## src/hw/rtl/inverted_index_token_insert_defines.svh

```systemverilog
// assertion macros shared by the index insert rtl
`ifndef INVERTED_INDEX_TOKEN_INSERT_DEFINES_SVH
`define INVERTED_INDEX_TOKEN_INSERT_DEFINES_SVH
`ifndef SYNTHESIS
// same-cycle implication
`define IIT_ASSERT_IMPLY(name, clk, rst_n, a, c) \
    name: assert property (@(posedge clk) disable iff (!rst_n) (a) |-> (c)) \
        else $error("index insert check failed");
// next-cycle implication
`define IIT_ASSERT_NEXT(name, clk, rst_n, a, c) \
    name: assert property (@(posedge clk) disable iff (!rst_n) (a) |=> (c)) \
        else $error("index insert check failed");
`else
`define IIT_ASSERT_IMPLY(name, clk, rst_n, a, c)
`define IIT_ASSERT_NEXT(name, clk, rst_n, a, c)
`endif
`endif

```

## src/hw/rtl/iit_queue.sv

```systemverilog
// small job queue between the front and back parts
module iit_queue #(
    parameter int WIDTH = 8,
    parameter int DEPTH = 2
) (
    input  logic             clk,
    input  logic             rst_n,
    input  logic             push_valid,
    output logic             push_ready,
    input  logic [WIDTH-1:0] push_data,
    output logic             pop_valid,
    input  logic             pop_ready,
    output logic [WIDTH-1:0] pop_data
);
    localparam int AW = $clog2(DEPTH);
    localparam int NW = $clog2(DEPTH + 1);

    logic [WIDTH-1:0] slot_reg [DEPTH];
    logic [AW-1:0]    wr_reg, wr_next;
    logic [AW-1:0]    rd_reg, rd_next;
    logic [NW-1:0]    fill_reg, fill_next;
    logic             do_push, do_pop;

    assign push_ready = 32'(fill_reg) < DEPTH;
    assign pop_valid  = fill_reg != '0;
    assign pop_data   = slot_reg[rd_reg];
    assign do_push    = push_valid && push_ready;
    assign do_pop     = pop_valid && pop_ready;

    // pointer and fill bookkeeping
    always_comb
    begin
        wr_next   = wr_reg;
        rd_next   = rd_reg;
        fill_next = fill_reg;
        if (do_push)
        begin
            wr_next = (32'(wr_reg) == DEPTH - 1) ? '0 : wr_reg + 1'b1;
        end
        if (do_pop)
        begin
            rd_next = (32'(rd_reg) == DEPTH - 1) ? '0 : rd_reg + 1'b1;
        end
        if (do_push && !do_pop)
        begin
            fill_next = fill_reg + 1'b1;
        end
        else if (do_pop && !do_push)
        begin
            fill_next = fill_reg - 1'b1;
        end
    end

    always_ff @(posedge clk or negedge rst_n)
    begin
        if (!rst_n)
        begin
            wr_reg   <= '0;
            rd_reg   <= '0;
            fill_reg <= '0;
        end
        else
        begin
            wr_reg   <= wr_next;
            rd_reg   <= rd_next;
            fill_reg <= fill_next;
        end
    end

    // entry storage
    always_ff @(posedge clk)
    begin
        if (do_push)
        begin
            slot_reg[wr_reg] <= push_data;
        end
    end
endmodule

```

## config.mk

```make
export PLATFORM = sky130hd
export DESIGN_NAME = iit_queue
export DESIGN_NICKNAME = d
export VERILOG_FILES = /design/src/hw/rtl/inverted_index_token_insert_defines.svh /design/src/hw/rtl/iit_queue.sv
export SDC_FILE = /design/constraint.sdc
export NUM_CORES = 1
export LEC_CHECK = 0
export BUFFER_PORTS_ARGS = -buffer_cell sky130_fd_sc_hd__buf_4
export CAP_MARGIN = 20
export CORE_MARGIN = 2
export CORE_UTILIZATION = 48
export DETAILED_ROUTE_END_ITERATION = 12
export PLACE_DENSITY = 0.72
export SLEW_MARGIN = 40
export SYNTH_ARGS = -nofsm -noshare
export SYNTH_HDL_FRONTEND = slang
export SYNTH_SLANG_ARGS = --single-unit
export TNS_END_PERCENT = 1
```

## constraint.sdc

```tcl
create_clock -name clk -period 1.8 [get_ports clk]
set_input_delay 0.36 -clock clk [delete_from_list [all_inputs] [get_ports clk]]
set_output_delay 0.36 -clock clk [all_outputs]
set_load 0.02 [all_outputs]
```

==> run_results.csv <==
group,metric,value,unit
outcome,status,"finished clean",
clocking,cts_setup_buffers,0,
cells_and_area,fillers,110,
clocking,clk-insertion-delay-late,290,ps
clocking,numCtsBuffers,3,
cells_and_area,largest_register_ffs,16,
routing,final_antenna_net_count,0,
grt,grt_usage,13.1,%
routing,viasPerCell,4.79,
clocking,cts_tree,"yes",
grt,grt_pass1_vias,430,
sta,setup_slack,138,ps
worst_setup_path,worstPathBufferInverterCount,1,
cells_and_area,final_layout_size_suffix_gt1_share,53.6,%
routing,top_layer,"met4",
sta,worstMarginPinSlew,388,ps
routing,vias,407,
sta,holdWs,242,ps
placed_design,place.gp.congestion,0.623,
sta,finalCritPeriodShare,92.3,%
clocking,clock-sinks,20,
pwr,ir_drop,0.926,mV
placed_design,dpl-instance-area,967,um2
worst_setup_path,ff2ff_setup_slack,430,ps
worst_setup_path,crit_family,"flip-flops",
cells_and_area,syn2layout_area_growth,27.9,%
clocking,cts_max_level,1,
worst_setup_path,critPathSlowestCell,"dfrtp_2",
routing,drt-initial-drc-count,7,
worst_setup_path,crit_type,"reg -> out",
placed_design,dp_hpwl,798,um
routing,wl_met1,437,um
cells_and_area,final_common_cell,"buf_4",
routing,drc,0,
sta,fmax,0.602,GHz
sta,fin_crit,1660,ps
worst_hold_path,min_from,"push_data[5]",
cells_and_area,final_cell_mix,"buf_4 (23), edfxtp_1 (16), mux2_2 (8)",
synthesis,yosysSeqAreaShare,73.9,%
cells_and_area,n_antenna_cell,0,
routing,routed-wl-met3,51,um
die,dieHeight,44.5,um
placed_design,post-place-ws,349,ps
cells_and_area,fin_nets,83,
grt,grt_start_max_net_pins,12,
worst_setup_path,critPathMaxFanout,9,
die,die_area,1980,um2
grt,antenna_found_initial,0,
worst_setup_path,crit_cells,2,
die,core-area,1520,um2
synthesis,netlist_area,786,um2
worst_setup_path,reg2reg_from,"fill_reg[1]",
routing,postRouteWirelength,1.08,mm
worst_hold_path,holdCritPathClass,"in -> reg",
die,rows,14,
sta,slew_viol_final,0,
routing,dr.pass1.iters,4,
worst_setup_path,reg2reg_depth,2,
worst_setup_path,r2r-end,"slot_reg[1][3]",
clocking,cts_buffer_depth,2,
synthesis,synthDistinctLibCells,14,
pwr,power_density,1520,nW/um2
worst_setup_path,max_stage_delay,500,ps
worst_setup_path,cp-end-kind,"output port",
sta,finalHoldViolCount,0,
sta,relSlewSlack,74.2,%
sta,setup_tns,0,ps
worst_setup_path,required,1440,ps
die,start_util,51.6,%
grt,grt_pass1_wl,1.77,mm
placed_design,port-buffer-count,21,
synthesis,ys_warn_count,0,
synthesis,ys_ff_latch,20,
pwr,power,1.53,mW
sta,rsz0062_at_grt,"false",
pwr,p_leak,0.405,nW
job,cap_violations,0,
routing,met2_wirelength,566,um
worst_setup_path,crit_end,"pop_data[0]",
worst_setup_path,critPathLaunchType,"flop",
synthesis,avgSynthCellArea,18.7,um2
worst_setup_path,crit_chain,"mux2_2 -> buf_4",
worst_setup_path,crit_arrival,1300,ps
clocking,clock-root-buffer,"clkbuf_4",
sta,setup-violations-final,0,
sta,skew,6.51,ps
synthesis,syn_inst,42,
routing,avgRoutedWirePerCell,12.7,um
grt,grt_overflow,0,
synthesis,synth_fp_nets,55,
cells_and_area,design_area,1000,um2
worst_setup_path,cp-startpoint,"rd_reg",
clocking,clk_pin_slew,100,ps
die,dieWidth,44.5,um
die,pin_count,22,
==> metrics by stage <==
step / std cells / utilization [%]
global placement: 80 / 63.5
finish: 85 / 65.9
detailed placement: 80 / 63.5
global route: 85 / 65.9
floorplan: 42 / -
CTS: 85 / 65.8
==> worst reg2reg max path, cell delays in order, from the launching register on <==
cell and delay [ps]:
dfrtp_1 390, and2b_1 260, and2_1 390
==> repair_timing <==
action                                 in CTS  in global routing
resized for setup                           0                  1
setup endpoints to repair                   0                  8
endpoints found under the hold margin       4                  0
hold buffers                                1                  0
==> metal layers <==
| layer | GRT usage (%) | vias up |
|---|---|---|
| li1 | - | 204 |
| met1 | 13.7 | 188 |
| met2 | 22.9 | 11 |
| met3 | 2.86 | 4 |
| met4 | 9.09 | 0 |
| met5 | 0 | - |
==> cells in the mapped netlist <==
cell | instances | area share [%]
and2b_1 | 1 | 0.96
dfrtp_1 | 4 | 13
edfxtp_1 | 16 | 61
nor2_1 | 1 | 0.48
and2_1 | 1 | 0.80
xor2_1 | 2 | 2.2
or2_4 | 1 | 1.1
xnor2_1 | 3 | 3.3
ha_1 | 1 | 1.6
mux2_2 | 8 | 11
inv_1 | 1 | 0.48
buf_6 | 1 | 1.4
nand2_4 | 1 | 1.4
nor2b_1 | 1 | 0.80
==> power by group <==
| part | internal (mW) | total [mW] | switching [mW] |
|---|---|---|---|
| Sequential | 0.627 | 0.707 | 0.0791 |
| Combinational | 0.323 | 0.615 | 0.292 |
| Clock | 0.0862 | 0.210 | 0.124 |
==> worst min path at each step <==
stage,endpoint,slack [ps],cells past startpoint
2_1_floorplan,fill_reg[0],60,0
3_3_place_gp,rd_reg,160,1
3_5_place_dp,rd_reg,160,1
4_1_cts,slot_reg[0][7],230,1
5_1_grt,slot_reg[1][2],220,1
6_report,slot_reg[0][5],240,1
==> kinds of logic after synthesis <==
group | after synthesis | share of synthesized area, %
AND/OR/NAND/NOR | 6 | 5.57
adder cells (fa/ha/maj) | 1 | 1.59
flip-flops | 20 | 73.9
multiplexers | 8 | 11.5
buffers and inverters | 2 | 1.91
XOR/XNOR | 5 | 5.57
==> cell type report <==
| class | instances | area [um2] | share of cell area (%) |
|---|---|---|---|
| timing repair buffer | 24 | 183 | 18.2 |
| inverter | 1 | 3.75 | 0.374 |
| multi-input combinational | 20 | 190 | 18.9 |
| clock buffer | 4 | 26.3 | 2.62 |
| tap | 16 | 20.0 | 1.99 |
| sequential | 20 | 582 | 57.9 |
Power figures use the tool's default switching activity.
