## src/hw/rtl/inverted_index_token_insert_defines.svh

```systemverilog
// assertion macros shared by the index insert rtl
`ifndef INVERTED_INDEX_TOKEN_INSERT_DEFINES_SVH
`define INVERTED_INDEX_TOKEN_INSERT_DEFINES_SVH
`ifndef SYNTHESIS
// same-cycle implication
`define IIT_ASSERT_IMPLY(name, clk, rst_n, a, c) \
    name: assert property (@(posedge clk) disable iff (!rst_n) (a) |-> (c)) \
        else $error("index insert check failed");
// next-cycle implication
`define IIT_ASSERT_NEXT(name, clk, rst_n, a, c) \
    name: assert property (@(posedge clk) disable iff (!rst_n) (a) |=> (c)) \
        else $error("index insert check failed");
`else
`define IIT_ASSERT_IMPLY(name, clk, rst_n, a, c)
`define IIT_ASSERT_NEXT(name, clk, rst_n, a, c)
`endif
`endif

```

## src/hw/rtl/iit_pkg.sv

```systemverilog
// shared constants and types of the index insert block
package iit_pkg;
    localparam int TERMS_DEF = 1024;
    localparam int POSTINGS_PER_TERM_DEF = 64;
    localparam int DOCS_DEF = 1024;
    localparam int TERM_CHARS_DEF = 32;
    localparam int MAX_TOKEN_CHARS_DEF = 100;

    localparam logic [6:0] LEN_MAX = 7'd127;
    localparam logic [15:0] SAT16 = 16'hFFFF;

    typedef enum logic [1:0] {
        CMD_APPEND = 2'd0,
        CMD_END    = 2'd1,
        CMD_CLEAR  = 2'd2,
        CMD_NONE   = 2'd3
    } cmd_t;

    typedef enum logic [1:0] {
        JOB_TOKEN  = 2'd0,
        JOB_IGNORE = 2'd1,
        JOB_CLEAR  = 2'd2
    } job_kind_t;

    typedef enum logic [2:0] {
        ST_NEW        = 3'd0,
        ST_FREQ       = 3'd1,
        ST_ADDED      = 3'd2,
        ST_POST_FULL  = 3'd3,
        ST_TABLE_FULL = 3'd4,
        ST_TOO_LONG   = 3'd5,
        ST_IGNORED    = 3'd6,
        ST_CLEARED    = 3'd7
    } status_t;
endpackage

```

## src/hw/rtl/iit_if.sv

```systemverilog
// request and result channel interfaces of the index insert block
interface iit_in_if;
    logic       valid;
    logic       ready;
    logic [1:0] cmd;
    logic [7:0] token_char;
    logic [9:0] doc_id;
    modport source (output valid, cmd, token_char, doc_id, input ready);
    modport sink (input valid, cmd, token_char, doc_id, output ready);
endinterface


```

## src/hw/rtl/iit_front.sv

```systemverilog
// front part: collects token bytes and classifies finished requests
module iit_front #(
    parameter int TERM_CHARS      = iit_pkg::TERM_CHARS_DEF,
    parameter int MAX_TOKEN_CHARS = iit_pkg::MAX_TOKEN_CHARS_DEF,
    parameter int DOCS            = iit_pkg::DOCS_DEF,
    parameter int JOB_W           = 19 + 8 * TERM_CHARS
) (
    input  logic             clk,
    input  logic             rst_n,
    iit_in_if.sink           tok,
    input  logic             enable,
    output logic             push_valid,
    input  logic             push_ready,
    output logic [JOB_W-1:0] push_data
);
    localparam int BW = $clog2(TERM_CHARS);

    logic [7:0]              tbuf_reg [TERM_CHARS];
    logic [6:0]              len_reg, len_next;
    logic [8*TERM_CHARS-1:0] bytes;
    logic                    acc;
    iit_pkg::cmd_t           cmd;
    iit_pkg::job_kind_t      kind;

    assign tok.ready = enable && push_ready;
    assign acc       = tok.valid && tok.ready;
    assign cmd       = iit_pkg::cmd_t'(tok.cmd);

    // flatten the token buffer
    always_comb
    begin
        for (int j = 0; j < TERM_CHARS; j++)
        begin
            bytes[j*8 +: 8] = tbuf_reg[j];
        end
    end

    // classify and track token length
    always_comb
    begin
        len_next   = len_reg;
        kind       = iit_pkg::JOB_IGNORE;
        push_valid = 1'b0;
        unique case (cmd)
            iit_pkg::CMD_APPEND:
            begin
                if (acc && len_reg != iit_pkg::LEN_MAX)
                begin
                    len_next = len_reg + 7'd1;
                end
            end
            iit_pkg::CMD_END:
            begin
                push_valid = acc;
                if (acc)
                begin
                    len_next = '0;
                end
                if (len_reg == '0 || 32'(len_reg) > MAX_TOKEN_CHARS
                    || 32'(tok.doc_id) >= DOCS)
                begin
                    kind = iit_pkg::JOB_IGNORE;
                end
                else
                begin
                    kind = iit_pkg::JOB_TOKEN;
                end
            end
            iit_pkg::CMD_CLEAR:
            begin
                push_valid = acc;
                kind       = iit_pkg::JOB_CLEAR;
            end
            default:
            begin
                push_valid = 1'b0;
            end
        endcase
    end

    assign push_data = {kind, len_reg, tok.doc_id, bytes};

    always_ff @(posedge clk or negedge rst_n)
    begin
        if (!rst_n)
        begin
            len_reg <= '0;
        end
        else
        begin
            len_reg <= len_next;
        end
    end

    // byte store while room is left
    always_ff @(posedge clk)
    begin
        if (acc && cmd == iit_pkg::CMD_APPEND && 32'(len_reg) < TERM_CHARS)
        begin
            tbuf_reg[len_reg[BW-1:0]] <= tok.token_char;
        end
    end
endmodule

```

## src/flat_wrapper.sv

```systemverilog
// flat-port wrapper written by rule: the top's interface ports become plain ports
module iit_front_flat 
#(
    parameter int TERM_CHARS      = iit_pkg::TERM_CHARS_DEF,
    parameter int MAX_TOKEN_CHARS = iit_pkg::MAX_TOKEN_CHARS_DEF,
    parameter int DOCS            = iit_pkg::DOCS_DEF,
    parameter int JOB_W           = 19 + 8 * TERM_CHARS
)
  (clk, rst_n, enable, push_valid, push_ready, push_data, tok_valid, tok_cmd, tok_token_char, tok_doc_id, tok_ready);
  iit_in_if tok_i ();
  input  logic clk;
  input  logic rst_n;
  input  logic enable;
  output logic push_valid;
  input  logic push_ready;
  output logic [JOB_W-1:0] push_data;
  input wire logic [$bits(tok_i.valid)-1:0] tok_valid;
  input wire logic [$bits(tok_i.cmd)-1:0] tok_cmd;
  input wire logic [$bits(tok_i.token_char)-1:0] tok_token_char;
  input wire logic [$bits(tok_i.doc_id)-1:0] tok_doc_id;
  output wire logic [$bits(tok_i.ready)-1:0] tok_ready;
  assign tok_i.valid = tok_valid;
  assign tok_i.cmd = tok_cmd;
  assign tok_i.token_char = tok_token_char;
  assign tok_i.doc_id = tok_doc_id;
  assign tok_ready = tok_i.ready;
  iit_front #(.TERM_CHARS(TERM_CHARS), .MAX_TOKEN_CHARS(MAX_TOKEN_CHARS), .DOCS(DOCS), .JOB_W(JOB_W)) u_core (.clk(clk), .rst_n(rst_n), .tok(tok_i), .enable(enable), .push_valid(push_valid), .push_ready(push_ready), .push_data(push_data));
endmodule
```

## config.mk

```make
export PLATFORM = sky130hd
export DESIGN_NAME = iit_front_flat
export DESIGN_NICKNAME = d
export VERILOG_FILES = /design/src/hw/rtl/inverted_index_token_insert_defines.svh /design/src/hw/rtl/iit_pkg.sv /design/src/hw/rtl/iit_if.sv /design/src/hw/rtl/iit_front.sv /design/src/flat_wrapper.sv
export SDC_FILE = /design/constraint.sdc
export NUM_CORES = 1
export LEC_CHECK = 0
export BUFFER_PORTS_ARGS = -buffer_cell sky130_fd_sc_hd__buf_2
export CORE_MARGIN = 3
export CORE_UTILIZATION = 35
export DETAILED_ROUTE_END_ITERATION = 8
export PLACE_DENSITY = 0.71
export SLEW_MARGIN = 5
export SYNTH_ARGS = -nofsm -noshare
export SYNTH_HDL_FRONTEND = slang
export SYNTH_SLANG_ARGS = --single-unit
```

## constraint.sdc

```tcl
create_clock -name clk -period 2.35 [get_ports clk]
set_input_delay 0.235 -clock clk [delete_from_list [all_inputs] [get_ports clk]]
set_output_delay 0.235 -clock clk [all_outputs]
set_load 0.01 [all_outputs]
```

==> results.py <==
metrics = {
    "cells_and_area": {
        "largest_reg_flops": 256,
        "areaGrowthSynthToFinish_pct": 33.8,
        "mostFrequentLayoutCells": "281 x buf_2, 256 x edfxtp_1, 38 x buf_4",
        "nets": 742,
        "drive_gt1_share_pct": 50.3,
        "instances_no_fill": 1049,
        "design_area_um2": 11400,
        "final_common_cell": "buf_2",
    },
    "clocking": {
        "cts_root_buffer": "clkbuf_16",
        "htree_levels": 1,
        "cts_tree": "built",
        "clkTransAtPathRegs_ps": 60,
        "cts_buffer_depth": 3,
        "cts_made_buffers": 26,
        "insertion_delay_ps": 510,
        "cts.sinks": 263,
    },
    "synthesis": {
        "synth_warnings": 0,
        "synth_top_family_by_area": "simple AND/OR/NAND/NOR gates",
        "synthMuxAreaShare_pct": 0,
        "synthesis.area_um2": 8530,
        "syn_inst": 375,
        "syn_nets": 408,
        "synth_seq_cells": 263,
        "synth-xor-area-share_pct": 0,
        "synth_cell_types": 28,
        "synth_fa_ha_area_share_pct": 1.17,
        "yosysSeqAreaShare_pct": 92.2,
        "synth_compound_area_share_pct": 1.38,
        "syn_avg_cell_area_um2": 22.7,
        "synth-simple-area-share_pct": 3.76,
    },
    "timing": {
        "period_minus_slack_ps": 2210,
        "tns_ps": 0,
        "rsz0062_at_grt": "no",
        "final_max_slew_viol_count": 0,
        "tightestPinTransition_ps": 785,
        "relSlewSlack_pct": 47.6,
        "final_hold_viol_count": 0,
        "period_share_pct": 94.1,
        "fmax_mhz": 452,
        "setup_violations": 0,
        "finClkSkew_ps": 6.60,
    },
    "status": {
        "status": "finished clean",
    },
    "placed_design": {
        "io_buffers": 281,
        "gp_congestion": 0.752,
        "dpl.hpwl_mm": 13.1,
        "dp.cells": 996,
        "placement.cell_area_um2": 10500,
    },
    "power": {
        "p_leak_uw": 0.00431,
        "power.density_nw_per_um2": 850,
        "peakVddDrop_mv": 0.615,
    },
    "global_route": {
        "gr-total-overflow": 0,
        "grt_max_degree": 33,
        "grt_pass1_wl_mm": 29.0,
        "antenna_found_initial": 0,
        "track_usage_pct": 14.7,
        "first_global_vias": 4747,
    },
    "drt": {
        "drtIter0Drc": 346,
        "firstDrtPassIters": 5,
        "ant_nets": 0,
        "drt-total-wl_mm": 20.2,
        "detail_route.wl_per_cell_um": 19.3,
        "route.detailed.drc": 0,
        "viasPerCell": 4.47,
        "via_count": 4685,
    },
    "setup_path": {
        "worst_setup_path_end_kind": "output port",
        "startpoint_type": "flip-flop",
        "critPathKind": "flip-flop to output port",
        "arrival_ps": 1980,
        "crit_fanout": 8,
        "required_ps": 2120,
    },
    "hold_path": {
        "min_path_type": "input port to async pin",
    },
    "floorplan": {
        "die_w_um": 162,
        "fp.coreArea_um2": 23700,
        "die_y_um": 162,
        "rows": 56,
        "fp.dieArea_um2": 26300,
        "initial_core_util_pct": 36.0,
        "ios": 302,
    },
    "job": {
        "maxCapViolations": 0,
    },
}
worst max-delay path, cell delays in order (launching register included):
cell and delay, ps:
dfrtp_1 500, inv_1 100, ha_1 200, nor4b_2 160
a311oi_1 280, a21oi_1 80, buf_2 150
cells by family (layout without fill, tap and decap cells):
family                     count (synthesis)  in the layout
AOI/OAI and AO/OA                         18             18
adders and majority gates                  8              8
buffers and inverters                     19            373
DFF                                      263            263
other                                      0              1
and+or+nand+nor                           67             67
timing repair:
| item | CTS | global route |
|---|---|---|
| gates cloned | 0 | 0 |
| resized for setup | 3 | 1 |
| setup buffers | 1 | 2 |
| hold buffers | 1 | 0 |
| endpoints found under the hold margin | 7 | 0 |
| setup endpoints to repair | 1 | 1 |
Yosys cell counts:
master,n,area (um^2)
edfxtp_1,256,7690
nor2_1,31,116
nand2_1,13,48.8
buf_4,10,75.1
ha_1,8,100
o21ai_0,8,40.0
dfrtp_1,7,175
inv_1,5,18.8
nand3_1,4,20.0
nor3_1,4,20.0
nand2b_1,3,18.8
o31ai_1,3,22.5
a21oi_1,2,10.0
a31oi_1,2,12.5
and2_1,2,12.5
and3_1,2,12.5
buf_6,2,22.5
nand3b_1,2,15.0
or3b_2,2,17.5
a311oi_1,1,8.76
buf_2,1,5.00
clkbuf_1,1,3.75
nand4_1,1,6.26
nor4b_2,1,15.0
o221ai_2,1,15.0
o2bb2ai_1,1,8.76
or3_1,1,6.26
or3_4,1,11.3
where the power goes:
part / internal, uW / total, uW / switching, uW / leakage, uW
logic: 94.1 / 320 / 226 / 0.00151
registers: 5170 / 5210 / 39.6 / 0.00239
clock network: 2540 / 4160 / 1620 / 0.000417
routing by layer:
metal / vias to the layer above / routed length [um] / part of all wire, % / GRT usage [%]
met5: - / 0 / 0 / 0
met4: 0 / 428 / 2.1 / 4.11
met3: 31 / 1500 / 7.4 / 3.72
met2: 229 / 10000 / 50 / 25.3
met1: 2309 / 8270 / 41 / 18.5
li1: 2116 / - / - / -
metrics by stage:
stage,total power (uW),utilization (%),hold WS (ps),worst slack [ps]
floorplan,5460,-,-60.6,377
global placement,5620,44.3,81.9,366
detailed placement,5630,44.3,79.7,336
CTS,9790,48.1,85.2,24.8
global route,10000,48.2,108,20.5
finish,9690,48.2,117,139
final timing paths:
check | start | to | slack (ps) | cells past startpoint
max | u_core.len_reg[1] | push_data[273] | 140 | 6
min | rst_n | u_core.len_reg[6] | 120 | 2
max reg2reg | u_core.len_reg[5] | u_core.tbuf_reg[12][4] | 430 | 6
min reg2reg | u_core.len_reg[0] | u_core.len_reg[0] | 620 | 1
max in group asynchronous | rst_n | u_core.len_reg[0] | 2060 | 2
min in group clk | push_ready | u_core.len_reg[6] | 230 | 5
layout make-up:
| type | count | area [um^2] |
|---|---|---|
| Timing Repair Buffer | 320 | 1700 |
| Fill cell | 2034 | 12300 |
| Inverter | 5 | 18.8 |
| Clock inverter | 15 | 181 |
| Tap cell | 319 | 399 |
| Clock buffer | 33 | 698 |
| Antenna cell | 1 | 2.50 |
| Multi-Input combinational cell | 93 | 538 |
| Sequential cell | 263 | 7870 |
No activity file was read; power rests on OpenSTA's default activity.
